File: src/rtl/core/swm_pkg.sv
// ----------------------------------------------------------------------------
// Sliding window minimum: shared definitions
// Register width and reset value of the window size setting.
// ----------------------------------------------------------------------------
package swm_pkg;

  // window size register
  localparam int unsigned CFG_WIDTH = 7;
  localparam logic [CFG_WIDTH-1:0] WINDOW_RESET = 7'd1;

endpackage

File: src/rtl/core/sliding_window_minimum.sv
// ----------------------------------------------------------------------------
// Sliding window minimum
// Minimum of the last window_size signed samples, by a chain of min cells.
// ----------------------------------------------------------------------------
// Takes one sample per clock when the output side keeps up; the result of a
// sample appears in the output register in the cycle after it is accepted and
// the input stalls only while a result waits there. The cycle is set by one
// signed compare in each cell followed by the window-size select across the
// MAX_WINDOW cells. Cell k holds the minimum of the last k+1 samples, so a
// window of size w reads cell w-1. The first window_size-1 samples after a
// restart produce no output word; the window size applies at once when
// changed, and 0 is taken as 1, values above MAX_WINDOW as MAX_WINDOW.
module sliding_window_minimum #(
  parameter int unsigned MAX_WINDOW   = 64,
  parameter int unsigned SAMPLE_WIDTH = 16
) (
  input  logic                                   clk_i,
  input  logic                                   rst_ni,
  // input stream
  input  logic                                   s_axis_tvalid,
  output logic                                   s_axis_tready,
  input  logic [((SAMPLE_WIDTH+7)/8)*8-1:0]      s_axis_tdata,  // sample
  input  logic                                   s_axis_tuser,  // restart
  // output stream
  output logic                                   m_axis_tvalid,
  input  logic                                   m_axis_tready,
  output logic [((SAMPLE_WIDTH+7)/8)*8-1:0]      m_axis_tdata,  // window_min
  // window size register
  input  logic                                   cfg_valid,
  output logic                                   cfg_ready,
  input  logic [swm_pkg::CFG_WIDTH-1:0]          cfg_data       // window_size
);

  localparam int unsigned TDW  = ((SAMPLE_WIDTH + 7) / 8) * 8;
  localparam int unsigned IDXW = (MAX_WINDOW > 1) ? $clog2(MAX_WINDOW) : 1;
  localparam int unsigned FCW  = $clog2(MAX_WINDOW + 1);

  logic [swm_pkg::CFG_WIDTH-1:0]  win_q;
  logic [FCW-1:0]                 win_eff;
  logic [FCW-1:0]                 fill_q, fill_d;
  logic [IDXW-1:0]                sel;
  logic                           in_acc;
  logic                           restart;
  logic                           hit;
  logic signed [SAMPLE_WIDTH-1:0] sample;
  logic signed [SAMPLE_WIDTH-1:0] cell_d [MAX_WINDOW];
  logic signed [SAMPLE_WIDTH-1:0] cell_q [MAX_WINDOW];
  logic                           out_valid_q, out_valid_d;
  logic [SAMPLE_WIDTH-1:0]        out_data_q;

  // window size register, always writable
  assign cfg_ready = 1'b1;

  always_ff @(posedge clk_i or negedge rst_ni) begin
    if (!rst_ni) begin
      win_q <= swm_pkg::WINDOW_RESET;
    end else if (cfg_valid) begin
      win_q <= cfg_data;
    end
  end

  // clamp to 1..MAX_WINDOW
  always_comb begin
    if (win_q == '0) begin
      win_eff = FCW'(1);
    end else if (32'(win_q) > MAX_WINDOW) begin
      win_eff = FCW'(MAX_WINDOW);
    end else begin
      win_eff = FCW'(win_q);
    end
  end

  // input handshake
  assign s_axis_tready = !out_valid_q || m_axis_tready;
  assign in_acc        = s_axis_tvalid && s_axis_tready;
  assign sample        = s_axis_tdata[SAMPLE_WIDTH-1:0];
  assign restart       = s_axis_tuser;

  // samples held in this sequence, saturating
  always_comb begin
    if (restart) begin
      fill_d = FCW'(1);
    end else if (32'(fill_q) < MAX_WINDOW) begin
      fill_d = fill_q + FCW'(1);
    end else begin
      fill_d = fill_q;
    end
  end

  always_ff @(posedge clk_i or negedge rst_ni) begin
    if (!rst_ni) begin
      fill_q <= '0;
    end else if (in_acc) begin
      fill_q <= fill_d;
    end
  end

  // cell chain; cell 0 just loads the sample
  for (genvar k = 0; k < MAX_WINDOW; k++) begin : g_cell
    swm_cell #(
      .SAMPLE_WIDTH(SAMPLE_WIDTH)
    ) u_cell (
      .clk_i   (clk_i),
      .en_i    (in_acc),
      .sample_i(sample),
      .prev_i  ((k == 0) ? sample : cell_q[(k == 0) ? 0 : k - 1]),
      .min_d_o (cell_d[k]),
      .min_q_o (cell_q[k])
    );
  end

  // pick the cell that spans the window
  assign hit = (fill_d >= win_eff);
  assign sel = IDXW'(win_eff - FCW'(1));

  // output register
  always_comb begin
    if (in_acc) begin
      out_valid_d = hit;
    end else if (m_axis_tready) begin
      out_valid_d = 1'b0;
    end else begin
      out_valid_d = out_valid_q;
    end
  end

  always_ff @(posedge clk_i or negedge rst_ni) begin
    if (!rst_ni) begin
      out_valid_q <= 1'b0;
    end else begin
      out_valid_q <= out_valid_d;
    end
  end

  always_ff @(posedge clk_i) begin
    if (in_acc && hit) begin
      out_data_q <= cell_d[sel];
    end
  end

  assign m_axis_tvalid = out_valid_q;
  assign m_axis_tdata  = TDW'(out_data_q);

  // checks
  a_fill_bound: assert property (@(posedge clk_i) disable iff (!rst_ni)
    32'(fill_q) <= MAX_WINDOW)
    else $error("fill count above window depth");

  a_restart_quiet: assert property (@(posedge clk_i) disable iff (!rst_ni)
    in_acc && restart && (win_eff != FCW'(1)) |=> !m_axis_tvalid)
    else $error("result after restart with window above one");

  a_unit_window: assert property (@(posedge clk_i) disable iff (!rst_ni)
    in_acc && (win_eff == FCW'(1)) |=>
      m_axis_tvalid && (m_axis_tdata[SAMPLE_WIDTH-1:0] == $past(sample)))
    else $error("window of one does not pass the sample");

  a_no_invented: assert property (@(posedge clk_i) disable iff (!rst_ni)
    !in_acc && m_axis_tready |=> !m_axis_tvalid)
    else $error("result without accepted word");

endmodule

File: src/rtl/core/swm_cell.sv
// ----------------------------------------------------------------------------
// Sliding window minimum: chain cell
// Cell k holds the minimum of the last k+1 samples. On each accepted word it
// takes the minimum of its left neighbor's value and the incoming sample.
// ----------------------------------------------------------------------------
module swm_cell #(
  parameter int unsigned SAMPLE_WIDTH = 16
) (
  input  logic                           clk_i,
  input  logic                           en_i,      // word accepted
  input  logic signed [SAMPLE_WIDTH-1:0] sample_i,  // incoming sample
  input  logic signed [SAMPLE_WIDTH-1:0] prev_i,    // left neighbor, old value
  output logic signed [SAMPLE_WIDTH-1:0] min_d_o,   // value after this word
  output logic signed [SAMPLE_WIDTH-1:0] min_q_o    // held value
);

  logic signed [SAMPLE_WIDTH-1:0] min_q;

  // running minimum, one compare
  assign min_d_o = (prev_i < sample_i) ? prev_i : sample_i;

  always_ff @(posedge clk_i) begin
    if (en_i) begin
      min_q <= min_d_o;
    end
  end

  assign min_q_o = min_q;

endmodule
File: config.mk
export PLATFORM = sky130hd
export DESIGN_NAME = sliding_window_minimum
export DESIGN_NICKNAME = d
export VERILOG_FILES = /design/src/rtl/core/swm_pkg.sv /design/src/rtl/core/sliding_window_minimum.sv /design/src/rtl/core/swm_cell.sv
export SDC_FILE = /design/constraint.sdc
export NUM_CORES = 2
export LEC_CHECK = 0
export ABC_AREA = 1
export ABC_CLOCK_PERIOD_IN_PS = 99200
export BUFFER_PORTS_ARGS = -buffer_cell sky130_fd_sc_hd__buf_2
export CAP_MARGIN = 5
export CORE_ASPECT_RATIO = 0.7
export CORE_MARGIN = 2
export CORE_UTILIZATION = 25
export CTS_BUF_LIST = sky130_fd_sc_hd__clkbuf_4 sky130_fd_sc_hd__clkbuf_8
export CTS_CLUSTER_DIAMETER = 120
export CTS_CLUSTER_SIZE = 25
export DETAILED_ROUTE_END_ITERATION = 6
export HOLD_SLACK_MARGIN = 0.08
export SYNTH_ARGS = -nofsm -noshare
export SYNTH_HDL_FRONTEND = slang
export SYNTH_HIERARCHICAL = 1
export SYNTH_SLANG_ARGS = --single-unit
export TNS_END_PERCENT = 10
File: constraint.sdc
create_clock -name clk_i -period 99.2 [get_ports clk_i]
set_input_delay 9.92 -clock clk_i [delete_from_list [all_inputs] [get_ports clk_i]]
set_output_delay 9.92 -clock clk_i [all_outputs]
set_load 0.02 [all_outputs]
==> out/metrics.yaml <==
drv_cap: 0
rrSetupSlack_ns: 93.58
crit_chain: "buf_2 -> inv_1 -> nand2_1 -> buf_2"
worstSetupEndpointType: "output port"
period_needed_ns: 20.26
root_buffer: "clkbuf_8"
setup.worst_path.start_class: "input pin"
clk_latency_ns: 0.93
clock-sinks: 1039
clock_skew_ns: 0.0959
top_layer_used: "met4"
slowest_delay_ns: 0.16
p_switching_w: 0.00121
detailedRoute.firstIterationViolations: 10400
hold_start: "win_q[0]$_DFFE_PN1P_"
overflow: 0
fin_crit_sh_pct: 20.4
setup_viol: 0
ir_drop_uv: 12.1
final_nets: 13000
worstReg2RegStart: "win_q[0]$_DFFE_PN1P_"
critPathBufInv: 3
wl_met2_mm: 113
fin_total_pwr_w: 0.00239
cp_data_arrival_time_ns: 10.34
ys_warn_count: 6
syn2layout_area_growth_pct: 4.90
finalMaxSlewViolations: 0
port_buffers: 46
seq_power_share_pct: 34.0
syn_area_um2: 89800
grt_pass1_wl_mm: 447
core-area_um2: 358000
wl_met3_mm: 32.3
path_class: "input pin to output port"
pin_count: 48
whs_path_depth: 2
reg2reg_to: "m_axis_tdata[9]$_DFFE_PP_"
p_leak_nw: 49.3
ctsHoldBuffers: 0
clk_path_buf_depth: 3
status: "completed"
dieArea_um2: 364000
h-tree-depth: 2
avgViaCountPerCell: 4.87
rows: 184
tightest_slew_ns: 1.13
clk_pin_slew_ns: 0.15
gp_congestion: 0.892
holdPathEnd: "win_q[0]$_DFFE_PN1P_"
syn_nets: 13300
cts_resized: 0
drc: 0
critical-path-slowest-cell: "buf_2"
routed-via-count: 81400
grt_pass1_vias: 73400
p_sw_share_pct: 50.6
die_w_um: 721
grt_max_degree: 158
whs_ns: 0.519
ant_nets: 0
synth_area_per_cell_um2: 7.32
cpMostUsedCell: "buf_2"
rr_worst_depth: 15
crit_fanout: 2
die_y_um: 506
drt_pass1_iterations: 6
clkPwrFrac_pct: 8.4
cts_made_buffers: 48
drive_gt1_share_pct: 5.02
relSlewSlack_pct: 25.0
power_frac_comb_pct: 57.6
tns_ns: 0
cts_tree: "built"
fillers: 39300
dp_hpwl_mm: 204
wl_met1_mm: 141
post_cts_buffers: 0
final_hold_viol_count: 0
crit_required_ns: 89.28
power.internal_w: 0.00118
antenna_found_initial: 9
wire_per_inst_um: 17.4
synthCells: 12300
hold_class: "flop to flop"
clock.fmax_ghz: 0.0494
grt_setup_unrepaired: "false"
groute.usage.overall_pct: 15.4
initial_core_util_pct: 25.1
power_density_nw_per_um2: 25.4
wl_mm: 291
critPathTopFamily: "buffers and inverters"
-- cells in the final DEF, fill, tap and decap left out, types with 11 or more instances in the layout --
| cell | n |
|---|---|
| nand3_1 | 3043 |
| dfrtp_1 | 14 |
| ha_1 | 968 |
| nor2_2 | 66 |
| nand2_1 | 2991 |
| buf_6 | 15 |
| nor3_1 | 48 |
| buf_2 | 30 |
| buf_12 | 11 |
| a21oi_1 | 411 |
| nor2_1 | 186 |
| inv_1 | 2374 |
| nand4_1 | 67 |
| buf_4 | 66 |
| edfxtp_1 | 1024 |
| nand2_4 | 18 |
| clkbuf_8 | 48 |
| o21ai_0 | 80 |
| o21a_1 | 17 |
| nand2_2 | 195 |
| o21ai_1 | 129 |
| nand3_2 | 129 |
-- worst reg2reg max path: stages, from the launching register on --
cell	delay (ns)
dfstp_2	0.55
nor2_1	0.04
nand2_1	0.16
nor2_1	0.10
nor2_4	0.51
buf_4	0.66
buf_12	0.48
buf_4	0.78
buf_4	0.68
nand2_1	0.15
nand3_1	0.11
nand3_1	0.28
nand3_1	0.25
nand3_1	0.18
nand3_1	0.29
nand2_1	0.14
-- state kept, by name (all words and copies together), names as in the netlist --
| signal | count |
|---|---|
| g_cell.u_cell/min_q_o | 1008 |
| m_axis_tdata | 16 |
| fill_q | 7 |
| win_q | 7 |
| m_axis_tvalid | 1 |
-- final cells by class --
cell class	instances	area [µm²]	area share, %
Multi-Input combinational cell	8360	46500	49.3
Inverter	2381	8950	9.50
Sequential cell	1039	31100	33.0
Timing Repair Buffer	122	1030	1.10
Clock buffer	48	661	0.701
Antenna cell	3	7.51	0.00797
Clock inverter	7	63.8	0.0677
Tap cell	4743	5930	6.30
-- metal layers --
metal | global-route usage [%] | up-vias
met5 | 0 | -
met4 | 2.64 | 0
met3 | 2.85 | 240
met2 | 21.4 | 3614
met1 | 24.4 | 38000
li1 | - | 39500
-- worst max-delay path by stage --
stage	startpoint	to	slack (ns)	cells past startpoint
floorplan	m_axis_tready	m_axis_tdata[0]$_DFFE_PP_	58.35	5
global placement	m_axis_tready	s_axis_tready	78.93	4
detailed placement	m_axis_tready	s_axis_tready	78.94	4
CTS	m_axis_tready	s_axis_tready	78.93	4
global route	m_axis_tready	s_axis_tready	78.89	4
finish	m_axis_tready	s_axis_tready	78.94	4
-- power groups by stage --
stage | Sequential [W] | Combinational [W] | Clock [W]
floorplan | 0.000854 | 0.00103 | 0
global placement | 0.000822 | 0.00132 | 0
detailed placement | 0.000821 | 0.00134 | 0
CTS | 0.000812 | 0.00135 | 0.000205
global route | 0.000830 | 0.00155 | 0.000216
finish | 0.000813 | 0.00138 | 0.000201
-- stage by stage --
stage               instance area, µm²  cells  setup slack [ns]  util (%)
floorplan                        89800  12300             58.35         -
global placement                 93500  16600             78.93      26.1
detailed placement               93500  16600             78.94      26.1
CTS                              94200  16700             78.93      26.3
global route                     94200  16700             78.89      26.3
finish                           94200  16700             78.94      26.3
Power figures use the tool's default switching activity.
